**config.mk**
```make
export PLATFORM = sky130hd
export DESIGN_NAME = heartbeat_link_supervisor
export DESIGN_NICKNAME = d
export VERILOG_FILES = /design/src/rtl/core/hls_pkg.sv /design/src/rtl/core/heartbeat_link_supervisor.sv /design/src/rtl/core/hls_engine.sv
export SDC_FILE = /design/constraint.sdc
export NUM_CORES = 1
export LEC_CHECK = 0
export ABC_AREA = 1
export ABC_CLOCK_PERIOD_IN_PS = 4800
export BUFFER_PORTS_ARGS = -buffer_cell sky130_fd_sc_hd__buf_2
export CORE_UTILIZATION = 40
export CTS_CLUSTER_DIAMETER = 100
export DETAILED_ROUTE_END_ITERATION = 8
export SLEW_MARGIN = 20
export SYNTH_ARGS = -nofsm -noshare
export SYNTH_HDL_FRONTEND = slang
export SYNTH_SLANG_ARGS = --single-unit
export TNS_END_PERCENT = 5
```
**constraint.sdc**
```tcl
create_clock -name clk -period 4.8 [get_ports clk]
set_clock_uncertainty 0.05 [all_clocks]
set_input_delay 0.72 -clock clk [delete_from_list [all_inputs] [get_ports clk]]
set_output_delay 0.72 -clock clk [all_outputs]
set_load 0.005 [all_outputs]
```
**src/rtl/core/hls_pkg.sv**
```systemverilog
// ============================================================================
// hls_pkg
// Shared types and constants for the heartbeat link supervisor: beat
// layouts of both channels, the configuration set, codes and reset values.
// ============================================================================
package hls_pkg;

    // Configuration port geometry.
    localparam int unsigned CFG_DATA_W  = 8;
    localparam int unsigned CFG_INDEX_W = 2;

    // Register indexes on the configuration port.
    localparam logic [CFG_INDEX_W-1:0] REG_HEARTBEAT_RELOAD = 2'd0;
    localparam logic [CFG_INDEX_W-1:0] REG_RETRY_WAIT       = 2'd1;
    localparam logic [CFG_INDEX_W-1:0] REG_DEVICE_CLASS     = 2'd2;

    // Register reset values.
    localparam logic [7:0] RESET_HEARTBEAT_RELOAD = 8'd200;
    localparam logic [3:0] RESET_RETRY_WAIT       = 4'd6;
    localparam logic [7:0] RESET_DEVICE_CLASS     = 8'h06;

    // Function code of a heartbeat frame.
    localparam logic [7:0] HEARTBEAT_FUNCTION = 8'hB0;

    // Command codes of an input beat.
    localparam logic CMD_TICK  = 1'b0;
    localparam logic CMD_FRAME = 1'b1;

    // Link event codes.
    localparam logic [1:0] LINK_EV_NONE    = 2'd0;
    localparam logic [1:0] LINK_EV_ONLINE  = 2'd1;
    localparam logic [1:0] LINK_EV_OFFLINE = 2'd2;

    // Enable event codes.
    localparam logic [1:0] EN_EV_NONE     = 2'd0;
    localparam logic [1:0] EN_EV_ENABLED  = 2'd1;
    localparam logic [1:0] EN_EV_DISABLED = 2'd2;

    typedef struct packed {
        logic       cmd;
        logic [7:0] frame_class;
        logic [7:0] frame_type;
        logic [7:0] frame_number;
        logic [7:0] frame_function;
        logic [7:0] frame_byte0;
    } in_beat_t;

    typedef struct packed {
        logic       link_online;
        logic       device_enabled;
        logic [1:0] link_event;
        logic [1:0] enable_event;
        logic       send_enable;
        logic [7:0] target_type;
        logic [7:0] target_number;
    } out_beat_t;

    typedef struct packed {
        logic [7:0] heartbeat_reload;
        logic [3:0] retry_wait;
        logic [7:0] device_class;
    } cfg_t;

endpackage

```
**src/rtl/core/heartbeat_link_supervisor.sv**
```systemverilog
// ============================================================================
// heartbeat_link_supervisor
// Watches a remote power module over a frame link: heartbeat watchdog, link
// online/offline tracking and an enable handshake with retry wait.
// ============================================================================
// Usage:
//   Input beats (in_valid/in_ready, in_data) are either a supervision tick
//   (cmd 0) or a received frame (cmd 1). Every input beat yields exactly one
//   output beat (out_valid/out_ready, out_data) carrying the link and enable
//   flags, the link and enable events, the send_enable request and the
//   captured device type and number to address an enable command to.
//   An accepted beat is loaded into the input register; when it fires, the
//   step result is written into the result register, which drives out_valid.
//   Throughput is one beat per cycle while the receiver does not stall, set
//   by the step between the input register and the result register.
//   When the receiver stalls, the result register holds its beat and the
//   input register fills; in_ready then drops until out_ready returns.
//   Configuration writes (cfg_we, cfg_index, cfg_data) take effect at the
//   next clock edge and are meant to be issued while the block is idle.
//   Reset loads the register defaults (reload 200, retry wait 6, class 6),
//   preloads the watchdog and retry wait from them and empties the pipeline.
// ============================================================================
module heartbeat_link_supervisor (
    input  logic                                 clk,
    input  logic                                 rst_n,
    input  logic                                 in_valid,
    output logic                                 in_ready,
    input  hls_pkg::in_beat_t                    in_data,
    output logic                                 out_valid,
    input  logic                                 out_ready,
    output hls_pkg::out_beat_t                   out_data,
    input  logic                                 cfg_we,
    input  logic [hls_pkg::CFG_INDEX_W-1:0]      cfg_index,
    input  logic [hls_pkg::CFG_DATA_W-1:0]       cfg_data
);

    hls_pkg::cfg_t      cfg_reg;
    logic               item_valid_reg;
    hls_pkg::in_beat_t  item_reg;
    logic               out_valid_reg;
    hls_pkg::out_beat_t out_data_reg;
    hls_pkg::out_beat_t step_res;
    logic               fire;

    // The stored beat advances whenever the result register is free or draining.
    assign fire     = item_valid_reg && (!out_valid_reg || out_ready);
    assign in_ready = !item_valid_reg || fire;

    // Configuration registers.
    always_ff @(posedge clk or negedge rst_n)
    begin
        if (!rst_n)
        begin
            cfg_reg.heartbeat_reload <= hls_pkg::RESET_HEARTBEAT_RELOAD;
            cfg_reg.retry_wait       <= hls_pkg::RESET_RETRY_WAIT;
            cfg_reg.device_class     <= hls_pkg::RESET_DEVICE_CLASS;
        end
        else if (cfg_we)
        begin
            unique case (cfg_index)
                hls_pkg::REG_HEARTBEAT_RELOAD: cfg_reg.heartbeat_reload <= cfg_data;
                hls_pkg::REG_RETRY_WAIT:       cfg_reg.retry_wait       <= cfg_data[3:0];
                hls_pkg::REG_DEVICE_CLASS:     cfg_reg.device_class     <= cfg_data;
                default:
                begin
                end
            endcase
        end
    end

    // Input register.
    always_ff @(posedge clk or negedge rst_n)
    begin
        if (!rst_n)
        begin
            item_valid_reg <= 1'b0;
        end
        else if (in_ready)
        begin
            item_valid_reg <= in_valid;
        end
    end

    always_ff @(posedge clk)
    begin
        if (in_valid && in_ready)
        begin
            item_reg <= in_data;
        end
    end

    // Step logic and supervision state.
    hls_engine u_engine (
        .clk   (clk),
        .rst_n (rst_n),
        .fire  (fire),
        .item  (item_reg),
        .cfg   (cfg_reg),
        .res   (step_res)
    );

    // Result register.
    always_ff @(posedge clk or negedge rst_n)
    begin
        if (!rst_n)
        begin
            out_valid_reg <= 1'b0;
        end
        else if (fire)
        begin
            out_valid_reg <= 1'b1;
        end
        else if (out_ready)
        begin
            out_valid_reg <= 1'b0;
        end
    end

    always_ff @(posedge clk)
    begin
        if (fire)
        begin
            out_data_reg <= step_res;
        end
    end

    assign out_valid = out_valid_reg;
    assign out_data  = out_data_reg;

`ifndef SYNTHESIS
    // A stored beat is never dropped: no new beat enters while it is stalled.
    a_no_overwrite: assert property (@(posedge clk) disable iff (!rst_n)
        item_valid_reg && !fire |-> !in_ready)
        else $error("input register overwritten while stalled");

    // A stalled result stays valid.
    a_result_held: assert property (@(posedge clk) disable iff (!rst_n)
        out_valid_reg && !out_ready |=> out_valid_reg)
        else $error("result dropped while the receiver stalls");

    // Every accepted beat is in the input register in the next cycle
    // when the output side is free.
    a_flow: assert property (@(posedge clk) disable iff (!rst_n)
        in_valid && in_ready && out_ready |=> item_valid_reg)
        else $error("accepted beat lost");
`endif

endmodule

```
**src/rtl/core/hls_engine.sv**
```systemverilog
// ============================================================================
// hls_engine
// Supervision state and the single-pass step logic: watchdog, link state
// machine, enable handshake and captured device identity. The result of the
// beat in process is produced combinationally; state commits on fire.
// ============================================================================
module hls_engine (
    input  logic              clk,
    input  logic              rst_n,
    input  logic              fire,
    input  hls_pkg::in_beat_t item,
    input  hls_pkg::cfg_t     cfg,
    output hls_pkg::out_beat_t res
);

    typedef enum logic [1:0] {
        LINK_INIT    = 2'd0,
        LINK_ONLINE  = 2'd1,
        LINK_OFFLINE = 2'd2
    } link_state_t;

    typedef enum logic [1:0] {
        HS_INIT     = 2'd0,
        HS_CONFIRM  = 2'd1,
        HS_ENABLED  = 2'd2,
        HS_DISABLED = 2'd3
    } hs_state_t;

    logic [7:0]  watchdog_reg, watchdog_next;
    logic        online_reg, online_next;
    link_state_t link_reg, link_next;
    hs_state_t   hs_reg, hs_next;
    logic [3:0]  wait_reg, wait_next;
    logic        enabled_reg, enabled_next;
    logic        remote_en_reg, remote_en_next;
    logic [7:0]  dev_type_reg, dev_type_next;
    logic [7:0]  dev_number_reg, dev_number_next;
    logic [1:0]  link_ev;
    logic [1:0]  en_ev;
    logic        send;

    // Next state and events for one beat.
    always_comb
    begin
        watchdog_next   = watchdog_reg;
        online_next     = online_reg;
        link_next       = link_reg;
        hs_next         = hs_reg;
        wait_next       = wait_reg;
        enabled_next    = enabled_reg;
        remote_en_next  = remote_en_reg;
        dev_type_next   = dev_type_reg;
        dev_number_next = dev_number_reg;
        link_ev         = hls_pkg::LINK_EV_NONE;
        en_ev           = hls_pkg::EN_EV_NONE;
        send            = 1'b0;

        if (item.cmd == hls_pkg::CMD_FRAME)
        begin
            // A frame of our class captures identity; a heartbeat refreshes the link.
            if (item.frame_class == cfg.device_class)
            begin
                dev_type_next   = item.frame_type;
                dev_number_next = item.frame_number;
                if (item.frame_function == hls_pkg::HEARTBEAT_FUNCTION)
                begin
                    remote_en_next = (item.frame_byte0 != 8'd0);
                    watchdog_next  = cfg.heartbeat_reload;
                    online_next    = 1'b1;
                end
            end
        end
        else
        begin
            // Watchdog: expire at zero, otherwise count down.
            if (watchdog_reg == 8'd0)
            begin
                online_next = 1'b0;
            end
            else
            begin
                watchdog_next = watchdog_reg - 8'd1;
            end

            // Link state machine.
            unique case (link_reg)
                LINK_ONLINE:
                begin
                    if (!online_next)
                    begin
                        link_next = LINK_OFFLINE;
                        link_ev   = hls_pkg::LINK_EV_OFFLINE;
                    end
                end
                LINK_OFFLINE:
                begin
                    if (online_next)
                    begin
                        link_next = LINK_ONLINE;
                        link_ev   = hls_pkg::LINK_EV_ONLINE;
                    end
                end
                default:
                begin
                    if (online_next)
                    begin
                        link_next = LINK_ONLINE;
                        link_ev   = hls_pkg::LINK_EV_ONLINE;
                    end
                    else if (watchdog_next == 8'd1)
                    begin
                        link_next = LINK_OFFLINE;
                        link_ev   = hls_pkg::LINK_EV_OFFLINE;
                    end
                end
            endcase

            // Enable handshake, paused while the link is down.
            if (online_next)
            begin
                if (wait_reg < cfg.retry_wait)
                begin
                    wait_next = wait_reg + 4'd1;
                end
                else
                begin
                    unique case (hs_reg)
                        HS_INIT:
                        begin
                            send      = 1'b1;
                            wait_next = 4'd0;
                            hs_next   = HS_CONFIRM;
                        end
                        HS_CONFIRM:
                        begin
                            if (remote_en_reg)
                            begin
                                hs_next      = HS_ENABLED;
                                enabled_next = 1'b1;
                                en_ev        = hls_pkg::EN_EV_ENABLED;
                            end
                            else
                            begin
                                hs_next      = HS_DISABLED;
                                enabled_next = 1'b0;
                                en_ev        = hls_pkg::EN_EV_DISABLED;
                            end
                        end
                        HS_ENABLED:
                        begin
                            if (!remote_en_reg)
                            begin
                                hs_next      = HS_DISABLED;
                                enabled_next = 1'b0;
                                en_ev        = hls_pkg::EN_EV_DISABLED;
                            end
                        end
                        default:
                        begin
                            if (remote_en_reg)
                            begin
                                hs_next      = HS_ENABLED;
                                enabled_next = 1'b1;
                                en_ev        = hls_pkg::EN_EV_ENABLED;
                            end
                            else
                            begin
                                send      = 1'b1;
                                wait_next = 4'd0;
                            end
                        end
                    endcase
                end
            end
        end
    end

    // Result of the beat in process.
    always_comb
    begin
        res.link_online    = online_next;
        res.device_enabled = enabled_next;
        res.link_event     = link_ev;
        res.enable_event   = en_ev;
        res.send_enable    = send;
        res.target_type    = dev_type_next;
        res.target_number  = dev_number_next;
    end

    // State commits when the beat moves to the result register.
    always_ff @(posedge clk or negedge rst_n)
    begin
        if (!rst_n)
        begin
            watchdog_reg   <= hls_pkg::RESET_HEARTBEAT_RELOAD;
            online_reg     <= 1'b0;
            link_reg       <= LINK_INIT;
            hs_reg         <= HS_INIT;
            wait_reg       <= hls_pkg::RESET_RETRY_WAIT;
            enabled_reg    <= 1'b0;
            remote_en_reg  <= 1'b0;
            dev_type_reg   <= 8'd0;
            dev_number_reg <= 8'd0;
        end
        else if (fire)
        begin
            watchdog_reg   <= watchdog_next;
            online_reg     <= online_next;
            link_reg       <= link_next;
            hs_reg         <= hs_next;
            wait_reg       <= wait_next;
            enabled_reg    <= enabled_next;
            remote_en_reg  <= remote_en_next;
            dev_type_reg   <= dev_type_next;
            dev_number_reg <= dev_number_next;
        end
    end

`ifndef SYNTHESIS
    // An enable request restarts the retry wait.
    a_send_clears_wait: assert property (@(posedge clk) disable iff (!rst_n)
        fire && res.send_enable |=> wait_reg == 4'd0)
        else $error("enable request did not clear the retry wait");

    // A frame beat never raises events or requests.
    a_frame_quiet: assert property (@(posedge clk) disable iff (!rst_n)
        fire && item.cmd == hls_pkg::CMD_FRAME |->
        res.link_event == hls_pkg::LINK_EV_NONE &&
        res.enable_event == hls_pkg::EN_EV_NONE && !res.send_enable)
        else $error("frame beat produced an event");

    // A came-online event comes with the online flag set.
    a_online_event_flag: assert property (@(posedge clk) disable iff (!rst_n)
        fire && res.link_event == hls_pkg::LINK_EV_ONLINE |-> res.link_online)
        else $error("online event without online flag");

    // An enabled event comes with the enabled flag set, and the link up.
    a_enabled_event_flag: assert property (@(posedge clk) disable iff (!rst_n)
        fire && res.enable_event == hls_pkg::EN_EV_ENABLED |->
        res.device_enabled && res.link_online)
        else $error("enabled event without enabled flag");
`endif

endmodule

```
## Yosys cells after proc, flatten, opt, wreduce, memory -nomap -nowiden

Cells that the tools add are included.

- Bits in registers: 121
- Bits of input ports: 56
- Logic and storage cells: 118
- Output and inout bits: 25

- Muxes and demuxes: 46
- $lt $le $gt $ge: 1
- Equal/unequal tests: 16
- Reductions and logical operators: 23
- Add/subtract/negate cells: 2
- Bitwise logic cells: 3

Operators with widths:

| kind | count |
|---|---|
| 8-bit 2-to-1 mux | 9 |
| 2-bit 2-to-1 mux | 11 |
| 1-bit 2-to-1 mux | 17 |
| 2-bit case mux with 3 select lines | 2 |
| 5-bit AND reduction | 2 |
| 8-bit by 1-bit == test with 1-bit output, second input constant | 1 |
| 8-bit == test | 1 |
| 8-bit == test, second input constant | 1 |
| 8-bit zero test | 1 |
| 4-bit 2-to-1 mux | 2 |
| 2-bit by 1-bit inequality test with 1-bit output, second input constant | 4 |
| 2-bit case mux with 2 select lines | 2 |
| 4-bit case mux with 2 select lines | 1 |
| 8-bit nonzero test | 1 |
| 8-bit by 1-bit subtractor with 8-bit output, second input constant | 1 |
| 2-bit by 1-bit == test with 1-bit output, second input constant | 3 |
| 2-bit == test, second input constant | 3 |
| 2-bit AND reduction | 3 |
| 6-bit AND reduction | 1 |
| 4-bit by 1-bit adder with 4-bit output, second input constant | 1 |
| 2-bit zero test | 2 |
| 4-bit < comparator | 1 |
| 2-bit inequality test, second input constant | 2 |
| 4-bit AND reduction | 1 |
| 13 further kinds | 18 |

## Longest topological paths before layout

Gate-level depths: netlist of run 1.

- Word-level depth: 7
- Depth in mapped cells: 15
- Gate-level depth less buffers: 15

## By module

Synthesis of run 1 repeated with hierarchy kept, for this count alone.

- Cells, all modules: 544
- Area, all modules: 5569.1 um2

Modules (own cells, without submodules):

| module | cells each | instances | area each (um2) | sequential area each (um2) |
|---|---|---|---|---|
| heartbeat_link_supervisor | 165 | 1 | 2877.8 | 2481.1 |
| hls_engine | 379 | 1 | 2691.3 | 882.1 |

## Worst setup path after synthesis of run 1

Ideal clock, no wire load.

- Kind: input to register
- Start: in out_ready
- End: reg out_data_reg, in the netlist out_data[0], enable pin
- Setup time: 396 ps
- Buffers on the path: 1
- Setup slack: 2320 ps
- Stages on the path: 5
- Arrival time: 2034 ps
- Required time: 4354 ps
- Path through: inv_1 > nand2_1 > nand2_1 > inv_2 > buf_1

- Cells in the longest elaborated chain, start to end: 2

RTL lines:

| what | line | RTL |
|---|---|---|
| start: declaration | heartbeat_link_supervisor.sv:30 | `input logic out_ready,` |
| 1-bit logical OR | heartbeat_link_supervisor.sv:46 | `assign fire = item_valid_reg && (!out_valid_reg \|\| out_ready);` |
| 1-bit logical AND | heartbeat_link_supervisor.sv:46 |  |
| net fire | heartbeat_link_supervisor.sv:43 | `logic fire;` |
| end signal: assignment | heartbeat_link_supervisor.sv:123 | `out_data_reg <= step_res;` |
| end: declaration | heartbeat_link_supervisor.sv:41 | `hls_pkg::out_beat_t out_data_reg;` |

The timed path passes the listed nets, and every way through them passes these cells.
A chain may end at the register's enable or synchronous reset.

==> impl.org, run 1 <==
** Route
- In the detailed route, the total length drawn on met3 is between 400 and 500 um.
- Drt initial violations :: around 400
- For this block, wires on met1 add up to between 4000 and 5000 um.
- Using the TritonRoute via totals, the vias-per-cell ratio works out to 4.77.
- Drc violations :: 0
- Wire segments on met2 add up to roughly 4700 um in the final route.
- Highest signal layer in the routed design :: met4
- Once detail routing completed, the nets flagged for antenna violations numbered 0.
- In the final routed layout, each cell accounts on average for 12.6 um.
- Number of vias in the routed layout :: 3786
- For this run, the detailed router's first-pass iteration total came to 5.
- The final layout contains routed wiring with a total length of ~10000 um.

** Yosys
- Synthesis inferred 121 register bits.
- The share of the Yosys chip area taken by registers is about 64%.
- Summing every instance area after synthesis gives about 5300 um^2.
- Warning count from the yosys run :: 0
- Counting distinct cell types in the post-synthesis netlist gives 40.
- For this run, asynchronously set or reset flops after synthesis account for between 40% and 50%.
- The number of nets handed over by synthesis was just under 600.
- In the synthesized netlist, the number of instances is around 520.
- Synthesized area per cell :: 10.2 um^2
- In the synthesized netlist the dominant register cell turns out to be sky130_fd_sc_hd__edfxtp_1.
- In this run, synthesis inferred 64 flip-flops with an integrated enable.

** Cells and area
- Max FFs per register :: 41
- Leaving out fill and tap cells, the most frequent cell in the layout is sky130_fd_sc_hd__nand2_1.
- Most frequent cells in the layout :: 137 x sky130_fd_sc_hd__nand2_1, 80 x sky130_fd_sc_hd__buf_2, 64 x sky130_fd_sc_hd__edfxtp_1
- The net count of the finished layout is roughly 680.
- The number of antenna diodes in the final layout is 0.
- The count of cells in the finished layout, fillers not included, comes to just under 800.
- In the final layout, the share of cells above drive strength 1 is ~23%.
- From synthesis to final layout, the design area changed by 21.4%.

** Power
- Total internal power :: 2.30 mW
- Dividing total power by cell area gives a power density of about 500 nW/um^2.
- Per report_power, the combinational group accounts for 18.7% of the total.
- Sequential share of power :: 44.3%
- The clock network is responsible for a little under two fifths of the overall power.
- Switch share :: around 28%
- VDD IR max :: 0.276 mV
- In this run the static leakage power is 2.83 nW.
- Net switching power :: between 0.8 and 0.9 mW

** Floorplan
- The die covers 13700 um^2.
- Die W :: around 120 um
- Die Ht :: around 120 um
- Area of the core :: approximately 13000 um^2
- Effective utilization at floorplan :: 41.5%
- Top-Level Pins :: roughly 80
- The floorplan has 41 rows.

** Clocking
- CTS built an H-tree with a depth of 4.
- Buffers added to address setup during post-CTS repair amount to 0.
- Clock tree root driver cell :: sky130_fd_sc_hd__clkbuf_16
- Sink count of the clock tree :: between 100 and 150
- After clock tree synthesis, the repair step resized 0 gates.
- Clock latency reported for the late side of the worst-skew pair :: 0.42 ns
- Clock-pin slew was measured on the worst setup and hold paths at 0.05 ns.
- Buffers inserted to repair hold after CTS numbered 0.
- In this run the deepest clock path goes through 2 buffers.
- Cts bufs inserted :: 17
- Clock tree from TritonCTS :: built

** GRT
- Combined global-route utilization of all metal layers :: roughly 16%
- Initial antenna violation count :: 0
- After global routing the overflow that remains totals 0.
- Vias in the first global route :: roughly 3500
- Wire length of the first global-routing pass :: around 16000 um
- Largest net degree at the start of global routing :: just under 60

** Setup path
- Among all stages on the critical path, the largest delay is contributed by sky130_fd_sc_hd__buf_4.
- The worst setup path is captured at a flip-flop.
- For this run, the slowest stage of the critical path takes 0.49 ns.
- Kind of launch point of the worst setup path :: primary input
- Cells along the critical path :: buf_2, inv_1, nand2_1, nand2_1, inv_2, buf_4, nand2_1, nand2_2, o21ai_0, nand2_1, nand2_1
- Worst path most repeated cell :: sky130_fd_sc_hd__nand2_1
- Critical path data arrival time :: between 2 and 2.5 ns
- Required time at the worst-slack endpoint :: approximately 5.1 ns
- Worst setup path category :: primary input to flip-flop
- In this run the worst path has a maximum fanout of 58.

** Placed design
- DP Cell Count :: 762
- The wire-length estimate of the detail-placed layout is ~7000 um.
- Count of buffers from port buffering :: 80
- Routability congestion estimate from global placement :: 0.850

** Timing
- Final hold violations :: 0
- Max-slew violation count :: 0
- Of the available clock period, the critical path in the final layout requires 43.7%.
- Setup TNS Final :: 0 ns
- Final min period :: 2.10 ns
- Max-slew headroom at the worst pin :: about 51%
- Setup violations remaining at the end of the flow were counted as 0.
- RSZ-0062 raised after global routing :: no
- On the final layout, the worst hold slack is ~0.39 ns.
- Achievable frequency :: 477 MHz
- Worst Tran Pin Value :: around 0.74 ns

** Status
- The flow ran to the end, and the final reports show no timing, DRC or antenna violations.

** Run
- Max-cap violations in this run came to 0.

** Hold path
- The path class of the tightest hold or removal check is primary input to async pin.
-- worst max-delay path: cells and delay by family --
kind                   cells  cell delay, ns
AOI/OAI and AO/OA          1            0.13
buffers and inverters      4            0.71
and+or+nand+nor            6            0.81
-- metal layers --
metal	track usage (%)	vias to the layer above
met5	0	-
met4	6.84	0
met3	5.82	12
met2	25.5	94
met1	20.1	1763
li1	-	1917
-- cell usage after synthesis, types with 2 or more instances --
cell | instances | area share [%]
sky130_fd_sc_hd__inv_1 | 53 | 3.8
sky130_fd_sc_hd__nor2_2 | 2 | 0.24
sky130_fd_sc_hd__inv_2 | 7 | 0.50
sky130_fd_sc_hd__nand2_1 | 137 | 9.7
sky130_fd_sc_hd__clkbuf_1 | 2 | 0.14
sky130_fd_sc_hd__nand4_1 | 4 | 0.47
sky130_fd_sc_hd__a21oi_1 | 7 | 0.66
sky130_fd_sc_hd__o21ai_1 | 5 | 0.47
sky130_fd_sc_hd__ha_1 | 13 | 3.1
sky130_fd_sc_hd__nor3_1 | 3 | 0.28
sky130_fd_sc_hd__xor2_1 | 4 | 0.66
sky130_fd_sc_hd__nand3_1 | 33 | 3.1
sky130_fd_sc_hd__o211ai_1 | 2 | 0.28
sky130_fd_sc_hd__buf_2 | 6 | 0.57
sky130_fd_sc_hd__o31ai_1 | 2 | 0.28
sky130_fd_sc_hd__dfstp_2 | 12 | 6.0
sky130_fd_sc_hd__o21ai_0 | 39 | 3.7
sky130_fd_sc_hd__edfxtp_1 | 64 | 36
sky130_fd_sc_hd__a31oi_1 | 17 | 2.0
sky130_fd_sc_hd__buf_1 | 3 | 0.21
sky130_fd_sc_hd__nand2_2 | 2 | 0.24
sky130_fd_sc_hd__nor2_1 | 35 | 2.5
sky130_fd_sc_hd__nor4_1 | 3 | 0.35
sky130_fd_sc_hd__dfrtp_1 | 45 | 21
sky130_fd_sc_hd__nand2_4 | 3 | 0.64
-- final timing paths --
kind                                                            from                                to  slack, ns  cells after the start
worst max register to register  u_engine.watchdog_reg[0]$_DFFE_PN0P_  u_engine.link_reg[1]$_DFFE_PN0P_       2.71                     13
worst max-delay path                                       out_ready                         flip-flop       2.70                     11
min in group clk                                          in_data[6]             item_reg[6]$_DFFE_PP_       0.43                      1
worst min register to register               cfg_reg[16]$_DFFE_PN0P_           cfg_reg[16]$_DFFE_PN0P_       0.43                      2
worst min-delay path                                           rst_n            cfg_reg[0]$_DFFE_PN0P_       0.39                      2
max in group asynchronous                                      rst_n  u_engine.link_reg[1]$_DFFE_PN0P_       3.81                      2
-- per-stage QoR --
step / setup WS [ns] / total power, mW / util (%) / cell area [um^2]
global route: 2.47 / 3.38 / 50.3 / 6430
global placement: 2.32 / 2.01 / 46.0 / 5880
detailed placement: 2.23 / 2.04 / 46.0 / 5880
CTS: 2.67 / 3.22 / 50.3 / 6430
floorplan: 2.32 / 1.86 / - / 5300
finish: 2.70 / 3.20 / 50.3 / 6430
-- logic make-up after synthesis --
group                      after synthesis  synth area share [%]
xor gates and xnor gates                 5                 0.827
adders and majority gates               13                  3.07
DFF                                    121                  63.5
AOI/OAI and AO/OA                       77                  8.27
and+or+nand+nor                        230                  18.9
buffers and inverters                   72                  5.39
-- power by group through the flow --
stage          Combinational [mW]  Clock (mW)  Sequential (mW)
6_report                    0.599        1.18             1.42
5_1_grt                     0.696        1.25             1.44
4_1_cts                     0.604        1.20             1.42
2_1_floorplan               0.437           0             1.42
3_3_place_gp                0.580           0             1.43
3_5_place_dp                0.601           0             1.44
-- final cells by class --
class	count	area (um^2)
clock inverters	11	105
inverters	60	225
well taps	172	215
flip-flops and latches	121	3360
multi-input cells	325	1650
fillers	1163	6350
clock buffers	21	440
repair buffers	84	430
No activity file was read; power rests on OpenSTA's default activity.
==> run 2: changes to the inputs <==
--- a/config.mk
+++ b/config.mk
@@ -5,8 +5,8 @@
 export SDC_FILE = /design/constraint.sdc
 export NUM_CORES = 1
 export LEC_CHECK = 0
-export ABC_AREA = 1
-export ABC_CLOCK_PERIOD_IN_PS = 4800
+export ABC_AREA = 0
+export ABC_CLOCK_PERIOD_IN_PS = 1700
 export BUFFER_PORTS_ARGS = -buffer_cell sky130_fd_sc_hd__buf_2
 export CORE_UTILIZATION = 40
 export CTS_CLUSTER_DIAMETER = 100
==> constraint.sdc (replaced) <==
create_clock -name clk -period 1.7 [get_ports clk]
set_clock_uncertainty 0.05 [all_clocks]
set_input_delay 0.255 -clock clk [delete_from_list [all_inputs] [get_ports clk]]
set_output_delay 0.255 -clock clk [all_outputs]
set_load 0.005 [all_outputs]
==> run 2 against run 1 <==
- the run now ends with negative setup slack left
- critical path depth is 5 lower
- sequential power grew to 2.5 times the previous value
- count of clock-buffer cells in the layout is 1 higher
- non-clock buffer count is 111 higher
- cell count is 2.6% lower
- area after synthesis is 1.5% higher
- setup slack worse by 3.1 ns
- highest routed layer unchanged
- critical path type is now flip-flop to flip-flop
- core utilization is 9.6 points higher
- routed wire length is 14% higher
- sequential share of layout area is 8.8 points lower
==> impl.org, run 2 <==
** Yosys
- The number of synthesized flops with an enable pin came to 64 (unchanged).
- The fraction of registers with async set or reset after synthesis was 47.1% (unchanged).
- The number of instances in the synthesized netlist was 389 (-25%).
- Biggest area consumer among synthesized cells :: sky130_fd_sc_hd__edfxtp_1
- Ranked by instance count, the synthesized netlist is headed by 64 x sky130_fd_sc_hd__edfxtp_1, 57 x sky130_fd_sc_hd__mux2_2, 45 x sky130_fd_sc_hd__dfrtp_1.
- Number of library cell types mapped by synthesis :: 57 (+43%)
- Cell types with the largest area share after synthesis :: sky130_fd_sc_hd__edfxtp_1 36%, sky130_fd_sc_hd__dfrtp_1 21%, sky130_fd_sc_hd__mux2_2 12%
- Synthesized area per cell :: 13.8 um^2 (+35%)
- The count of warnings emitted by yosys came to 0 (unchanged).
- Sequential area share after synthesis :: 62.6% (-0.93 points)
- The area share of the largest cell type after synthesis was 35.8% (-0.53 points).
- Dominant cell by count in the synthesized netlist :: sky130_fd_sc_hd__edfxtp_1
- Area of the mapped netlist :: 5370 um^2 (+1.5%)
- For this run, the leading register cell type out of synthesis is sky130_fd_sc_hd__edfxtp_1.
- Number of nets in the synthesized netlist :: 458 (-22%)
- The number of storage elements in the synthesis netlist came to 121 (unchanged).

** GRT
- The largest net degree at the start of global routing was 58 (-1.7%).
- The number of antenna violations at the first check in global routing was 0 (unchanged).
- The number of global-route vias before repair is 4111 (+16%).
- Wire length of the first global-routing pass :: 19100 um (+16%)
- The total congestion overflow after global routing came to 0 (unchanged).
- The overall routing resource usage came to 17.7% (+1.5 points).

** Floorplan
- Area of the core :: 12900 um^2 (+0.80%)
- Die Ht :: 118 um (+0.73%)
- The number of rows created at floorplan was 41 (unchanged).
- The initial cell density of the core is 41.7% (+0.28 points).
- Die W :: 118 um (+0.73%)
- Die footprint :: 13900 um^2 (+1.5%)
- Top-Level Pins :: 81 (unchanged)

** Cells and area
- Area added between synthesis and finish :: 43.6%
- Sequential Area :: 3360 um^2 (unchanged)
- Most common cell after layout, fill and taps aside :: sky130_fd_sc_hd__buf_2
- Area occupied by multi-input gates :: 2070 um^2 (+26%)
- The number of flip-flops in the largest register is 41 (unchanged).
- Final instance count without filler cells :: 773 (-2.6%)
- Most frequent cells in the layout :: 80 x sky130_fd_sc_hd__buf_2, 65 x sky130_fd_sc_hd__buf_4, 64 x sky130_fd_sc_hd__edfxtp_1
- Ant. Diodes :: 0 (unchanged)
- The number of fill cells in the layout is 1042 (-10%).
- The final layout net count came to 657 (-3.1%).
- The share of the core filled with cells in the final layout is 59.9% (+9.6 points).
- Ratio of cells with drive above 1 in the final layout :: 46.8% (+24 points)

** Clocking
- Sink count of the clock tree :: 121 (unchanged)
- The tree is rooted in a sky130_fd_sc_hd__clkbuf_16.
- Clock tree from TritonCTS :: built
- The number of H-tree branching levels was 4 (unchanged).
- Clock tree buffer depth :: 2 (unchanged)
- The number of clock buffers inserted by TritonCTS came to 17 (unchanged).
- Clock transition at path regs :: 0.05 ns (about the same)
- The insertion delay to the later sink of the worst-skew pair came to 0.41 ns (about the same).

** Power
- Switch share :: 22.8% (-5.3 points)
- Sequential share of power :: 43.9% (-0.4 points)
- Part of the power in combinational logic :: 14.9% (-3.8 points)
- Power per standard cell area :: 1050 nW/um^2 (+110%)
- Leak pwr :: 3.29 nW (+16%)
- Net switching power :: 1.85 mW (+110%)
- The design internal power was 6.27 mW (+170%).
- The worst vdd rail ir drop was 0.740 mV (+170%).
- Part of the total power dissipated in the clock network :: 41.2% (+4.3 points)

** Timing
- The worst hold margin is 0.0481 ns (-0.343 ns).
- Number of setup violations in the final report :: 56 (+56)
- Max-slew violation count :: 0 (unchanged)
- RSZ-0062 raised after global routing :: yes
- Dividing the final minimum period by the clock period gives 126%.
- The pin slew with the least headroom to its limit was 0.509 ns (-0.230 ns).
- The headroom to the max-slew limit is 65.8% (+15 points).
- The total count of hold-check failures in the final report is 0 (unchanged).
- Final min period :: 2.13 ns
- Final WS setup :: -0.434 ns (-3.14 ns)
- Achievable frequency :: 469 MHz

** Route
- The mean number of vias per cell is 4.91 (+2.9%).
- The first-iteration detailed-routing DRC count was 198 (-50%).
- The first-pass iteration count of the detailed router is 4 (-1).
- Final wirelength :: 11400 um (+14%)
- The routed length per placed instance was 14.7 um (+17%).
- The via count was 3794 (+0.21%).
- DRT antenna net count :: 0 (unchanged)
- The residual DRC count was 0 (unchanged).

** Placed design
- Final HPWL DP :: 7540 um (+8.4%)
- DP Cell Count :: 692 (-9.2%)
- Routability congestion estimate from global placement :: 0.836 (-1.6%)
- Count of buffers from port buffering :: 80 (unchanged)

** Setup path
- Maximum fanout count along the critical path :: 4 (-93%)
- Worst setup path category :: flip-flop to flip-flop
- The slack of the worst reg-to-reg path was -0.43 ns (-3.14 ns).
- Kind of launch point of the worst setup path :: flip-flop
- Required time at the worst-slack endpoint :: 1.99 ns (-3.07 ns)
- CP Capture Point :: u_engine.link_reg[0]$_DFFE_PN0P_
- The critical path arrival came to 2.42 ns (+0.06 ns).
- Worst reg-to-reg path cell count :: 6 (-7)
- End of the worst register-to-register path :: u_engine.link_reg[0]$_DFFE_PN0P_
- STA classifies the critical path endpoint as a flip-flop.

** Hold path
- Worst Hold Class :: primary input to flip-flop
- The startpoint identified for the worst hold timing path is cfg_data[0].

** Run
- Max-cap violations :: 0 (unchanged)

** Status
- Run status :: complete, but fails checks
- Violations in the final reports :: negative setup slack
[run 2: metrics by stage]
step / setup slack, ns / power [mW] / TNS, ns / area, um^2
finish: -0.434 / 8.13 / -11.71 / 7720
detailed placement: -0.483 / 4.63 / -15.91 / 6550
floorplan: -0.500 / 4.16 / -37.10 / 5450
global placement: -0.396 / 4.61 / -15.58 / 6550
CTS: -0.410 / 8.19 / -11.82 / 7670
global route: -0.458 / 8.47 / -16.06 / 7720
[run 2: how the worst min path moves through the flow]
stage,endpoint,depth (start not counted)
after floorplan,async pin,0
after CTS,cfg_reg[5]$_DFFE_PN0P_,2
after global placement,cfg_reg[11]$_DFFE_PN0P_,2
final,cfg_reg[12]$_DFFE_PN0P_,3
after detailed placement,cfg_reg[0]$_DFFE_PN0P_,2
after global routing,cfg_reg[16]$_DFFE_PN0P_,2
[run 2: layout make-up]
type	instances	area share, %
clock inverter	10	1.31
tap	172	2.79
inverter	16	0.778
timing repair buffer	195	18.8
clock buffer	22	5.88
sequential	121	43.6
multi-input combinational	237	26.9
[run 2: power groups by stage]
| stage | Clock (mW) | Sequential (mW) | Combinational [mW] |
|---|---|---|---|
| final | 3.35 | 3.56 | 1.21 |
| after CTS | 3.43 | 3.56 | 1.20 |
| after global placement | 0 | 3.60 | 1.02 |
| after floorplan | 0 | 3.61 | 0.555 |
| after detailed placement | 0 | 3.61 | 1.03 |
| after global routing | 3.54 | 3.59 | 1.34 |
[run 2: logic make-up after synthesis]
logic type	after synthesis	share of synthesized area, %
xor gates and xnor gates	8	1.30
muxes	61	12.7
DFF	121	62.6
and+or+nand+nor	96	9.80
buffers and inverters	31	2.42
adders and majority gates	13	3.03
AOI/OAI and AO/OA	59	8.17
[run 2: critical path, stage by stage (launching register included)]
cell and delay [ns]:
sky130_fd_sc_hd__dfrtp_1 0.38, sky130_fd_sc_hd__buf_4 0.14, sky130_fd_sc_hd__or4_4 0.41, sky130_fd_sc_hd__or3_4 0.34, sky130_fd_sc_hd__a41o_1 0.24, sky130_fd_sc_hd__a2111o_1 0.43
sky130_fd_sc_hd__nand3_1 0.08
[run 2: metal layers]
layer	GRT usage (%)	up-vias	wire, um
met4	6.41	0	142
li1	-	1870	-
met1	20.4	1840	5110
met3	5.18	13	385
met5	0	-	0
met2	30.8	71	5740
[run 2: timing repair]
item | in CTS | in global routing
hold buffers | 43 | 0
gates resized for setup | 23 | 14
endpoints found under the hold margin | 87 | 0
pin swaps | 15 | 7
endpoints found under the setup margin | 56 | 58
setup buffers | 7 | 0
